===== src/rtl/tdl_pkg.sv =====
// Shared types and constants of the thermal derating limiter.
// No dependencies; used by every other file of the block but the assertion macros header.
package tdl_pkg;

	localparam int ACC_WIDTH_DEF = 24;

	localparam int SAMPLE_W   = 8;
	localparam int PWM_W      = 14;
	localparam int STATUS_W   = 2;
	localparam int DEG_W      = 8;
	localparam int CFG_IDX_W  = 3;
	localparam int CFG_DATA_W = 8;
	localparam int SHIFT_W    = 4;
	localparam int MUL_A_W    = PWM_W;
	localparam int MUL_B_W    = 8;
	localparam int PROD_W     = MUL_A_W + MUL_B_W;

	// register indexes
	localparam logic [CFG_IDX_W-1:0] CFG_AVG_SHIFT      = 3'd0;
	localparam logic [CFG_IDX_W-1:0] CFG_LIMIT_LEVEL    = 3'd1;
	localparam logic [CFG_IDX_W-1:0] CFG_MAX_LEVEL      = 3'd2;
	localparam logic [CFG_IDX_W-1:0] CFG_DERATING_SLOPE = 3'd3;
	localparam logic [CFG_IDX_W-1:0] CFG_DEGREE_SCALE   = 3'd4;
	localparam logic [CFG_IDX_W-1:0] CFG_DEGREE_OFFSET  = 3'd5;

	// limit status codes
	localparam logic [STATUS_W-1:0] STAT_NORMAL  = 2'd0;
	localparam logic [STATUS_W-1:0] STAT_DERATED = 2'd1;
	localparam logic [STATUS_W-1:0] STAT_CUT     = 2'd2;

	// shared unit operations
	localparam logic ALU_OP_ACC = 1'b0;
	localparam logic ALU_OP_MUL = 1'b1;

	typedef struct packed {
		logic [SHIFT_W-1:0] avg_shift;
		logic [7:0]         limit_level;
		logic [7:0]         max_level;
		logic [7:0]         derating_slope;
		logic [7:0]         degree_scale;
		logic [7:0]         degree_offset;
	} cfg_t;

	typedef struct packed {
		logic               op;
		logic [SAMPLE_W-1:0] sub_b;
		logic [SAMPLE_W-1:0] add_c;
		logic [MUL_A_W-1:0] mul_a;
		logic [MUL_B_W-1:0] mul_b;
	} alu_req_t;

endpackage


===== src/rtl/tdl_if.sv =====
// Valid/ready channel interfaces for sample items and result items.
// Depends on tdl_pkg for field widths.
interface tdl_in_if import tdl_pkg::*; ();
	logic                valid;
	logic                ready;
	logic [SAMPLE_W-1:0] adc_sample;
	logic [PWM_W-1:0]    pwm_request;

	modport source (output valid, adc_sample, pwm_request, input ready);
	modport sink (input valid, adc_sample, pwm_request, output ready);
endinterface

interface tdl_out_if import tdl_pkg::*; ();
	logic                valid;
	logic                ready;
	logic [PWM_W-1:0]    pwm_limited;
	logic [STATUS_W-1:0] limit_status;
	logic [DEG_W-1:0]    degrees;

	modport source (output valid, pwm_limited, limit_status, degrees, input ready);
	modport sink (input valid, pwm_limited, limit_status, degrees, output ready);
endinterface


===== src/rtl/tdl_cfg.sv =====
// Configuration register file of the thermal derating limiter.
// Depends on tdl_pkg for cfg_t and register indexes.
module tdl_cfg import tdl_pkg::*; (
	input  logic                  clk,
	input  logic                  arst_n,
	input  logic                  cfg_we,
	input  logic [CFG_IDX_W-1:0]  cfg_index,
	input  logic [CFG_DATA_W-1:0] cfg_data,
	output cfg_t                  cfg
);

	cfg_t cfg_q;

	always_ff @(posedge clk or negedge arst_n) begin
		if (!arst_n) begin
			cfg_q.avg_shift      <= 4'd6;
			cfg_q.limit_level    <= 8'd200;
			cfg_q.max_level      <= 8'd230;
			cfg_q.derating_slope <= 8'd8;
			cfg_q.degree_scale   <= 8'd128;
			cfg_q.degree_offset  <= 8'd0;
		end else if (cfg_we) begin
			unique case (cfg_index)
				CFG_AVG_SHIFT:      cfg_q.avg_shift      <= cfg_data[SHIFT_W-1:0];
				CFG_LIMIT_LEVEL:    cfg_q.limit_level    <= cfg_data;
				CFG_MAX_LEVEL:      cfg_q.max_level      <= cfg_data;
				CFG_DERATING_SLOPE: cfg_q.derating_slope <= cfg_data;
				CFG_DEGREE_SCALE:   cfg_q.degree_scale   <= cfg_data;
				CFG_DEGREE_OFFSET:  cfg_q.degree_offset  <= cfg_data;
				default: ;
			endcase
		end
	end

	assign cfg = cfg_q;

endmodule


===== src/rtl/tdl_alu.sv =====
// Shared arithmetic unit: accumulator update or one 14x8 multiply.
// Depends on tdl_pkg for alu_req_t and operation codes.
module tdl_alu import tdl_pkg::*; #(
	parameter int ACC_WIDTH = ACC_WIDTH_DEF,
	localparam int RES_W = (ACC_WIDTH > PROD_W) ? ACC_WIDTH : PROD_W
) (
	input  logic [ACC_WIDTH-1:0] acc_a,
	input  alu_req_t             req,
	output logic [RES_W-1:0]     res
);

	logic [ACC_WIDTH-1:0] acc_res;
	logic [PROD_W-1:0]    prod;

	// acc - byte + sample, wrapping at the accumulator width
	assign acc_res = acc_a - {{(ACC_WIDTH-SAMPLE_W){1'b0}}, req.sub_b}
	                 + {{(ACC_WIDTH-SAMPLE_W){1'b0}}, req.add_c};
	assign prod    = req.mul_a * req.mul_b;

	always_comb begin
		res = '0;
		unique case (req.op)
			ALU_OP_ACC: res[ACC_WIDTH-1:0] = acc_res;
			ALU_OP_MUL: res[PROD_W-1:0]    = prod;
			default:    res = '0;
		endcase
	end

endmodule


===== src/rtl/thermal_derating_limiter_core.sv =====
// Thermal derating limiter: moving-average temperature, PWM derating and cut-off.
// Each item passes through the single shared adder/multiplier in 4 sequencer steps;
//   the next item may be accepted in the last step while the result is handed off.
// A pending result waits in the output register; only the last step stalls on it.
// Reset (arst_n low, async) clears accumulator, latch, sequencer and output valid;
//   configuration registers return to their reset defaults; datapath registers are not reset.
module thermal_derating_limiter_core import tdl_pkg::*; #(
	parameter int ACC_WIDTH = ACC_WIDTH_DEF
) (
	input  logic                  clk,
	input  logic                  arst_n,
	tdl_in_if.sink                in_ch,
	tdl_out_if.source             out_ch,
	input  logic                  cfg_we,
	input  logic [CFG_IDX_W-1:0]  cfg_index,
	input  logic [CFG_DATA_W-1:0] cfg_data
);

	localparam int RES_W = (ACC_WIDTH > PROD_W) ? ACC_WIDTH : PROD_W;

	// sequencer steps
	localparam logic [2:0] ST_IDLE = 3'd0;
	localparam logic [2:0] ST_ACC  = 3'd1; // acc update
	localparam logic [2:0] ST_DEG  = 3'd2; // degrees multiply, classify
	localparam logic [2:0] ST_FAC  = 3'd3; // derating factor multiply
	localparam logic [2:0] ST_PWM  = 3'd4; // PWM multiply, load result

	cfg_t                 cfg;
	alu_req_t             req;
	logic [RES_W-1:0]     alu_res;
	logic [PROD_W-1:0]    prod;

	logic [2:0]           state_q;
	logic [ACC_WIDTH-1:0] acc_q;
	logic                 latch_q;
	logic [SAMPLE_W-1:0]  sample_q;
	logic [PWM_W-1:0]     pwm_q;
	logic [7:0]           avg_q;
	logic [7:0]           factor_q;
	logic [DEG_W-1:0]     deg_q;
	logic [STATUS_W-1:0]  stat_q;

	logic                 out_valid_q;
	logic [PWM_W-1:0]     out_pwm_q;
	logic [STATUS_W-1:0]  out_stat_q;
	logic [DEG_W-1:0]     out_deg_q;

	logic [ACC_WIDTH-1:0] acc_shifted;
	logic [7:0]           avg;
	logic [7:0]           diff;
	logic                 out_free;
	logic                 in_acc;
	logic [PWM_W-1:0]     pwm_sel;

	tdl_cfg u_cfg (
		.clk       (clk),
		.arst_n    (arst_n),
		.cfg_we    (cfg_we),
		.cfg_index (cfg_index),
		.cfg_data  (cfg_data),
		.cfg       (cfg)
	);

	tdl_alu #(.ACC_WIDTH(ACC_WIDTH)) u_alu (
		.acc_a (acc_q),
		.req   (req),
		.res   (alu_res)
	);

	assign prod = alu_res[PROD_W-1:0];

	// average byte of the current accumulator
	assign acc_shifted = acc_q >> cfg.avg_shift;
	assign avg         = acc_shifted[7:0];
	assign diff        = avg_q - cfg.limit_level;

	// output register free this cycle
	assign out_free = !out_valid_q || out_ch.ready;

	// the next item may enter while the last step hands off its result
	assign in_ch.ready = (state_q == ST_IDLE) || (state_q == ST_PWM && out_free);
	assign in_acc      = in_ch.valid && in_ch.ready;

	// operand selection for the shared unit
	always_comb begin
		req.op    = ALU_OP_MUL;
		req.sub_b = avg;
		req.add_c = sample_q;
		req.mul_a = '0;
		req.mul_b = '0;
		unique case (state_q)
			ST_ACC: req.op = ALU_OP_ACC;
			ST_DEG: begin
				req.mul_a = {{(MUL_A_W-8){1'b0}}, avg};
				req.mul_b = cfg.degree_scale;
			end
			ST_FAC: begin
				req.mul_a = {{(MUL_A_W-8){1'b0}}, diff};
				req.mul_b = cfg.derating_slope;
			end
			ST_PWM: begin
				req.mul_a = pwm_q;
				req.mul_b = factor_q;
			end
			default: ;
		endcase
	end

	always_comb begin
		unique case (stat_q)
			STAT_NORMAL:  pwm_sel = pwm_q;
			STAT_DERATED: pwm_sel = prod[PROD_W-1:8];
			default:      pwm_sel = '0;
		endcase
	end

	always_ff @(posedge clk or negedge arst_n) begin
		if (!arst_n) begin
			state_q <= ST_IDLE;
			acc_q   <= '0;
			latch_q <= 1'b0;
		end else begin
			unique case (state_q)
				ST_IDLE: if (in_acc) state_q <= ST_ACC;
				ST_ACC: begin
					acc_q   <= alu_res[ACC_WIDTH-1:0];
					state_q <= ST_DEG;
				end
				ST_DEG: begin
					if (avg < cfg.limit_level) latch_q <= 1'b0;
					else if (avg >= cfg.max_level) latch_q <= 1'b1;
					state_q <= ST_FAC;
				end
				ST_FAC: state_q <= ST_PWM;
				ST_PWM: begin
					if (in_acc) state_q <= ST_ACC;
					else if (out_free) state_q <= ST_IDLE;
				end
				default: state_q <= ST_IDLE;
			endcase
		end
	end

	// datapath registers
	always_ff @(posedge clk) begin
		if (in_acc) begin
			sample_q <= in_ch.adc_sample;
			pwm_q    <= in_ch.pwm_request;
		end
		if (state_q == ST_DEG) begin
			avg_q <= avg;
			deg_q <= {1'b0, prod[15:9]} + cfg.degree_offset;
			if (avg < cfg.limit_level) stat_q <= STAT_NORMAL;
			else if (avg < cfg.max_level) stat_q <= latch_q ? STAT_CUT : STAT_DERATED;
			else stat_q <= STAT_CUT;
		end
		if (state_q == ST_FAC) factor_q <= 8'hFF - prod[7:0];
	end

	// output register
	always_ff @(posedge clk or negedge arst_n) begin
		if (!arst_n) begin
			out_valid_q <= 1'b0;
		end else if (state_q == ST_PWM && out_free) begin
			out_valid_q <= 1'b1;
		end else if (out_ch.ready) begin
			out_valid_q <= 1'b0;
		end
	end

	always_ff @(posedge clk) begin
		if (state_q == ST_PWM && out_free) begin
			out_pwm_q  <= pwm_sel;
			out_stat_q <= stat_q;
			out_deg_q  <= deg_q;
		end
	end

	assign out_ch.valid        = out_valid_q;
	assign out_ch.pwm_limited  = out_pwm_q;
	assign out_ch.limit_status = out_stat_q;
	assign out_ch.degrees      = out_deg_q;

endmodule


===== src/flat_wrapper.sv =====
// flat-port wrapper written by rule: the top's interface ports become plain ports
module thermal_derating_limiter_core_flat import tdl_pkg::*;
#(
	parameter int ACC_WIDTH = ACC_WIDTH_DEF
)
  (clk, arst_n, cfg_we, cfg_index, cfg_data, in_ch_valid, in_ch_adc_sample, in_ch_pwm_request, in_ch_ready, out_ch_valid, out_ch_pwm_limited, out_ch_limit_status, out_ch_degrees, out_ch_ready);
  tdl_in_if in_ch_i ();
  tdl_out_if out_ch_i ();
  input  logic clk;
  input  logic arst_n;
  input  logic cfg_we;
  input  logic [CFG_IDX_W-1:0] cfg_index;
  input  logic [CFG_DATA_W-1:0] cfg_data;
  input wire logic [$bits(in_ch_i.valid)-1:0] in_ch_valid;
  input wire logic [$bits(in_ch_i.adc_sample)-1:0] in_ch_adc_sample;
  input wire logic [$bits(in_ch_i.pwm_request)-1:0] in_ch_pwm_request;
  output wire logic [$bits(in_ch_i.ready)-1:0] in_ch_ready;
  output wire logic [$bits(out_ch_i.valid)-1:0] out_ch_valid;
  output wire logic [$bits(out_ch_i.pwm_limited)-1:0] out_ch_pwm_limited;
  output wire logic [$bits(out_ch_i.limit_status)-1:0] out_ch_limit_status;
  output wire logic [$bits(out_ch_i.degrees)-1:0] out_ch_degrees;
  input wire logic [$bits(out_ch_i.ready)-1:0] out_ch_ready;
  assign in_ch_i.valid = in_ch_valid;
  assign in_ch_i.adc_sample = in_ch_adc_sample;
  assign in_ch_i.pwm_request = in_ch_pwm_request;
  assign in_ch_ready = in_ch_i.ready;
  assign out_ch_valid = out_ch_i.valid;
  assign out_ch_pwm_limited = out_ch_i.pwm_limited;
  assign out_ch_limit_status = out_ch_i.limit_status;
  assign out_ch_degrees = out_ch_i.degrees;
  assign out_ch_i.ready = out_ch_ready;
  thermal_derating_limiter_core #(.ACC_WIDTH(ACC_WIDTH)) u_core (.clk(clk), .arst_n(arst_n), .in_ch(in_ch_i), .out_ch(out_ch_i), .cfg_we(cfg_we), .cfg_index(cfg_index), .cfg_data(cfg_data));
endmodule

===== config.mk =====
export PLATFORM = sky130hd
export DESIGN_NAME = thermal_derating_limiter_core_flat
export DESIGN_NICKNAME = d
export VERILOG_FILES = /design/src/rtl/tdl_pkg.sv /design/src/rtl/tdl_if.sv /design/src/rtl/tdl_cfg.sv /design/src/rtl/tdl_alu.sv /design/src/rtl/thermal_derating_limiter_core.sv /design/src/flat_wrapper.sv
export SDC_FILE = /design/constraint.sdc
export NUM_CORES = 1
export LEC_CHECK = 0
export ABC_AREA = 1
export BUFFER_PORTS_ARGS = -buffer_cell sky130_fd_sc_hd__clkbuf_2
export CAP_MARGIN = 20
export CORE_AREA = 3 3 171 173
export DETAILED_ROUTE_END_ITERATION = 12
export DIE_AREA = 0 0 174 176
export HOLD_SLACK_MARGIN = 0.08
export PLACE_DENSITY = 0.64
export SLEW_MARGIN = 20
export SYNTH_ARGS = -nofsm -noshare
export SYNTH_HDL_FRONTEND = slang
export SYNTH_SLANG_ARGS = --single-unit

===== constraint.sdc =====
create_clock -name clk -period 9.3 [get_ports clk]
set_clock_uncertainty 0.15 [all_clocks]
set_input_delay 0 -clock clk [delete_from_list [all_inputs] [get_ports clk]]
set_output_delay 0 -clock clk [all_outputs]
set_load 0.03 [all_outputs]

==> impl_metrics.csv, run 1 <==
group,metric,value,unit
synthesis,synth_edf_count,72,
critical_path,required,9340,ps
power_and_ir_drop,comb_power_share,63.2,%
routing,drt-initial-drc-count,764,
synthesis,ys_seq_area_share,32.0,%
synthesis,synthArstFlopShare,50.0,%
run,drv_cap,0,
die,io-pin-count,64,
die,die_x,174,um
cts,cts-root-buf,"clkbuf_16",
routing,drt_pass1_iterations,6,
power_and_ir_drop,switching_share,53.2,%
placement,dp_slack,1730,ps
synthesis,ys_types,55,
global_routing,grt-ovfl-total,0,
cts,cts_hold_buffers,37,
cts,clock_path_buffers,2,
die,rows,61,
synthesis,synth_warnings,0,
critical_path,end_kind,"flop",
critical_path,cp_max_fo,25,
layout,syn_to_final_growth,12.8,%
critical_path,cpPeakStageDelay,570,ps
routing,drtAntennaViolNets,0,
global_routing,grt_pass1_vias,10300,
global_routing,antenna_found_initial,0,
power_and_ir_drop,p_int,2.27,mW
sta,worst_pin_slew,979,ps
critical_path,critPathLaunchType,"flop",
critical_path,criticalPathCategory,"reg -> reg",
synthesis,syn_area,12400,um^2
routing,routed-via-count,10600,
cts,cts_tree,"built",
sta,fmax,0.131,GHz
sta,relSlewSlack,34.7,%
cts,clkTransAtPathRegs,70,ps
synthesis,syn_avg_cell_area,7.95,um^2
critical_path,path_common_cell,"a21oi_1",
synthesis,synth_cells,1564,
power_and_ir_drop,p_leak,7.03,nW
critical_path,r2r_slack,1680,ps
cts,postCtsSetupRepairBufs,0,
critical_path,cp.arrival,7660,ps
routing,drc,0,
die,core,27800,um^2
power_and_ir_drop,clockPowerShare,14.1,%
die,start_util,44.8,%
sta,finalCritPeriodShare,82.0,%
sta,setup_tns,0,ps
synthesis,synth_nets,1778,
sta,min_period,7620,ps
cts,cts-buffers-inserted,17,
critical_path,reg2reg_from,"u_core.u_cfg.cfg[40]",
critical_path,r2r_cells,33,
cts,clkLatencyLatePin,440,ps
placement,gp_congestion,0.943,
sta,slew_violations,0,
sta,finalHoldViolCount,0,
placement,dpl.hpwl,28500,um
die,die_area,30600,um^2
placement,portBuffers,63,
routing,wl,36600,um
sta,setup_viol,0,
global_routing,grt_pass1_wl,57400,um
cts,cts_resized,0,
synthesis,ys_seq_elements,144,
status,status,"completed",
layout,antenna_cells,0,
critical_path,r2r_end,"u_core.deg_q[7]",
power_and_ir_drop,power.density,346,nW/um^2
routing,viasPerCell,5.16,
power_and_ir_drop,seqPwrFrac,22.7,%
sta,worst_slack,1680,ps
synthesis,synth-main-ff-cell,"edfxtp_1",
critical_path,cp_slowest_cell,"dfrtp_1",
power_and_ir_drop,power.switching,2.58,mW
layout,layout-drive-gt1-share,10.8,%
worst_hold_path,hp-class,"in -> async",
sta,rsz0062_at_grt,"no",
cts,clock-sinks,144,
global_routing,grt_use_total,24.2,%
die,die_h,176,um
layout,layout_common_cells,"nand2_1, inv_1, o21ai_0, nor2_1, ha_1",
global_routing,grt_max_degree,73,
layout,mostFrequentLayoutCell,"nand2_1",
routing,wire_per_inst,17.8,um
cts,htreeDepth,4,
power_and_ir_drop,vdd_drop_max,262,uV
layout,nNetsFinal,1874,
## logic make-up (layout without fill, tap and decap cells)
group	after synthesis	in the layout	share of synthesized area (%)
compound gates	278	278	12.7
simple gates	602	602	20.2
flops	144	144	32.0
mux	2	2	0.161
xor+xnor	18	18	1.27
buf+inv	344	453	11.1
fa+ha+maj	176	176	22.7
## cell usage after synthesis (2+ instances only)
| library cell | count | area share, % |
|---|---|---|
| nand3b_1 | 2 | 0.12 |
| buf_8 | 2 | 0.24 |
| ha_1 | 94 | 9.5 |
| fa_1 | 82 | 13 |
| a21oi_1 | 91 | 3.7 |
| o211ai_2 | 3 | 0.30 |
| nand2_1 | 363 | 11 |
| nor3_1 | 8 | 0.32 |
| nor2_1 | 105 | 3.2 |
| xnor2_1 | 7 | 0.49 |
| or2_2 | 5 | 0.25 |
| dfrtp_1 | 60 | 12 |
| o21ai_1 | 14 | 0.56 |
| nand2_2 | 12 | 0.60 |
| o211ai_1 | 4 | 0.24 |
| o21ai_0 | 122 | 4.9 |
| a31oi_1 | 4 | 0.20 |
| o21a_1 | 8 | 0.48 |
| a21o_1 | 4 | 0.24 |
| mux2i_1 | 2 | 0.16 |
| clkbuf_1 | 8 | 0.24 |
| a211oi_1 | 2 | 0.12 |
| buf_2 | 8 | 0.32 |
| nor2_2 | 13 | 0.65 |
| o21bai_1 | 6 | 0.36 |
| buf_4 | 6 | 0.36 |
| xor2_1 | 11 | 0.77 |
| buf_6 | 4 | 0.36 |
| edfxtp_1 | 72 | 17 |
| nand3_1 | 81 | 3.3 |
| nand4_1 | 6 | 0.30 |
| o21ai_2 | 8 | 0.56 |
| buf_1 | 3 | 0.091 |
| inv_1 | 299 | 9.0 |
| dfstp_2 | 12 | 2.5 |
| inv_2 | 13 | 0.39 |
| nand3_2 | 2 | 0.16 |
## registers in the layout, summed over array words and instances, names as in the netlist, 14 cells and up
signal,count
u_core.pwm_q,14
u_core.out_ch.pwm_limited,14
u_core.u_cfg.cfg,44
u_core.acc_q,23
## critical path: cells and delay by family, from the launching register on
family          cells  cell delay [ps]
flops               1              570
fa+ha+maj           6             2770
simple gates        6              620
xor+xnor            1               80
buf+inv             6              660
compound gates     14             2500
## cell type report
class                           count  area [um^2]
Multi-Input combinational cell   1076         7090
Fill cell                        2758        13700
Clock buffer                       17          425
Timing Repair Buffer              108          748
Sequential cell                   144         3980
Tap cell                          378          473
Clock inverter                     15          144
Inverter                          313         1180
## layer usage
layer,part of all wire (%),global-route usage (%),vias up
li1,-,-,5182
met1,46,34.0,5038
met2,45,38.7,325
met3,6.5,4.15,47
met4,2.6,7.17,0
met5,0,0,-
## worst max path at each step
| stage | cells after the start | end | from |
|---|---|---|---|
| 3_3_place_gp | 34 | u_core.deg_q[6] | u_core.u_cfg.cfg[41] |
| 3_5_place_dp | 33 | u_core.deg_q[7] | u_core.u_cfg.cfg[40] |
| 6_report | 33 | u_core.deg_q[7] | u_core.u_cfg.cfg[40] |
| 2_1_floorplan | 39 | u_core.deg_q[7] | u_core.avg_q[0] |
| 5_1_grt | 33 | u_core.deg_q[7] | u_core.u_cfg.cfg[40] |
| 4_1_cts | 33 | u_core.deg_q[7] | u_core.u_cfg.cfg[40] |
## through the flow
stage / std cells / util [%] / area (um^2) / hold WS (ps) / total power [mW]
floorplan: 1564 / - / 12400 / -446 / 3.23
global placement: 1982 / 47.1 / 13100 / 27.0 / 4.08
detailed placement: 1982 / 47.1 / 13100 / 28.6 / 4.12
CTS: 2051 / 50.5 / 14000 / 110 / 4.83
global route: 2051 / 50.5 / 14000 / 134 / 5.28
finish: 2051 / 50.5 / 14000 / 116 / 4.86
## power by group through the flow
stage          Sequential, mW  Combinational (mW)  Clock (mW)
3_3_place_gp             1.11                2.97           0
6_report                 1.10                3.07       0.684
3_5_place_dp             1.11                3.01           0
5_1_grt                  1.12                3.44       0.720
2_1_floorplan            1.07                2.16           0
4_1_cts                  1.10                3.04       0.692
No activity file was read; power rests on OpenSTA's default activity.
==> run 2: changes to the inputs <==
--- a/config.mk
+++ b/config.mk
@@ -12,7 +12,7 @@
 export DETAILED_ROUTE_END_ITERATION = 12
 export DIE_AREA = 0 0 174 176
 export HOLD_SLACK_MARGIN = 0.08
-export PLACE_DENSITY = 0.64
+export PLACE_DENSITY = 0.66
 export SLEW_MARGIN = 20
 export SYNTH_ARGS = -nofsm -noshare
 export SYNTH_HDL_FRONTEND = slang
==> constraint.sdc (replaced) <==
create_clock -name clk -period 6.94 [get_ports clk]
set_clock_uncertainty 0.15 [all_clocks]
set_input_delay 0 -clock clk [delete_from_list [all_inputs] [get_ports clk]]
set_output_delay 0 -clock clk [all_outputs]
set_load 0.03 [all_outputs]
==> impl_metrics.csv, run 2 (synthesized netlist as in run 1, its figures left out) <==
group,metric,value,unit
die,start_util,44.8,%
critical_path,crit_start,"u_core.avg_q[0]",
global_routing,grt_max_degree,73,
critical_path,critPathLaunchType,"flop",
layout,finish.utilization,54.8,%
global_routing,antenna_found_initial,0,
routing,drt_pass1_iterations,8,
critical_path,crit_buf_inv,8,
sta,setup_viol,0,
power_and_ir_drop,power.density,481,nW/um^2
layout,largest_reg_flops,44,
sta,finalHoldViolCount,0,
die,die_area,30600,um^2
die,die_x,174,um
power_and_ir_drop,p_leak,7.53,nW
routing,routed-via-count,11000,
routing,wire_per_inst,17.4,um
cts,cts-buffers-inserted,17,
cts,clkTransAtPathRegs,70,ps
cts,clkLatencyLatePin,440,ps
sta,finalCritPeriodShare,99.0,%
die,rows,61,
layout,antenna_cells,0,
cts,cts-root-buf,"clkbuf_16",
layout,layout_common_cells,"nand2_1, inv_1, o21ai_0, nor2_1, buf_4",
global_routing,grt_use_total,24.2,%
sta,worst_slack,66.3,ps
global_routing,grt_pass1_vias,10800,
die,io-pin-count,64,
layout,layout-drive-gt1-share,19.5,%
critical_path,crit_family,"adder cells",
routing,viasPerCell,5.16,
critical_path,criticalPathCategory,"reg -> reg",
placement,dpl.hpwl,29000,um
critical_path,reg2reg_from,"u_core.avg_q[0]",
placement,dp_slack,-210,ps
global_routing,grt-ovfl-total,0,
sta,fmax,0.145,GHz
critical_path,cpPeakStageDelay,560,ps
routing,drc,0,
routing,drt-initial-drc-count,869,
placement,portBuffers,63,
sta,min_period,6870,ps
placement,gp_congestion,0.947,
routing,drtAntennaViolNets,0,
sta,relSlewSlack,35.8,%
critical_path,cp.arrival,6910,ps
layout,mostFrequentLayoutCell,"nand2_1",
layout,multi_input_area,7490,um^2
cts,clock-sinks,144,
die,die_h,176,um
die,core,27800,um^2
global_routing,grt_pass1_wl,58100,um
power_and_ir_drop,vdd_drop_max,232,uV
routing,wl,37100,um
sta,worst_pin_slew,962,ps
placement,place_inst,2059,
worst_hold_path,hp-class,"in -> async",
sta,slew_violations,0,
layout,syn_to_final_growth,22.4,%
cts,htreeDepth,4,
layout,nFillCells,2696,
sta,rsz0062_at_grt,"yes",
critical_path,end_kind,"flop",
cts,cts_tree,"built",
cts,clock_path_buffers,2,
run,drv_cap,0,
status,status,"completed",
critical_path,cp_max_fo,5,
layout,layout.cells.non_filler,2139,
layout,nNetsFinal,1962,
critical_path,required,6970,ps
power_and_ir_drop,p_total,7.32,mW
layout,seq_area,3980,um^2
critical_path,cp_slowest_cell,"fa_1",
run 2: cell types whose count changed in the layout (fill, tap and decap cells not counted), moves of 11 or more:
| cell | previous run | this run |
|---|---|---|
| ha_1 | 94 | 82 |
| buf_4 | 9 | 91 |
| a21oi_1 | 91 | 76 |
| ha_4 | 0 | 11 |
| nand2_1 | 363 | 349 |
| inv_2 | 13 | 24 |
| nand2_2 | 12 | 25 |
| inv_1 | 299 | 287 |
| o21ai_0 | 122 | 109 |
run 2: metal layers:
layer	share of wire, %	track usage [%]	up-vias
li1	-	-	5350
met1	45	33.5	5287
met2	46	39.0	336
met3	5.9	4.39	56
met4	2.8	7.61	0
met5	0	0	-
run 2: layout make-up:
cell class / count / area share, %
multi-input cells: 1076 / 49.2
flip-flops and latches: 144 / 26.1
repair buffers: 196 / 9.52
well taps: 378 / 3.11
inverters: 313 / 7.75
clock inverters: 13 / 1.19
clock buffers: 19 / 3.12
run 2: power by group:
group	leakage, nW	switching (mW)	internal [mW]
sequential	1.51	0.178	1.26
combinational	5.69	3.06	1.78
clock	0.323	0.444	0.595
run 2: metrics by stage:
stage          instance area (um^2)  hold WS (ps)  setup TNS [ps]
4_1_cts                       14800           108               0
2_1_floorplan                 12400          -446               0
3_5_place_dp                  13700          28.6            -437
6_report                      15200           115               0
3_3_place_gp                  13700          27.0           -84.7
5_1_grt                       15200           122            -522
run 2: path summary, 6_finish.rpt:
kind / endpoint / slack (ps) / cells after the start
setup / recovery: u_core.deg_q[6] / 70 / 32
hold / removal: u_core.u_cfg.cfg[27] / 120 / 2
setup reg to reg: u_core.deg_q[6] / 70 / 32
hold reg to reg: u_core.out_ch.degrees[2] / 270 / 0
max in group asynchronous: u_core.acc_q[15] / 5910 / 2
min in group clk: u_core.pwm_q[5] / 120 / 2
run 2: what timing repair did:
item	CTS	global route
cloned	0	0
setup endpoints to repair	4	5
gates resized for setup	22	82
pin swaps	10	58
hold buffers	37	0
endpoints found under the hold margin	141	0
buffers inserted	1	10
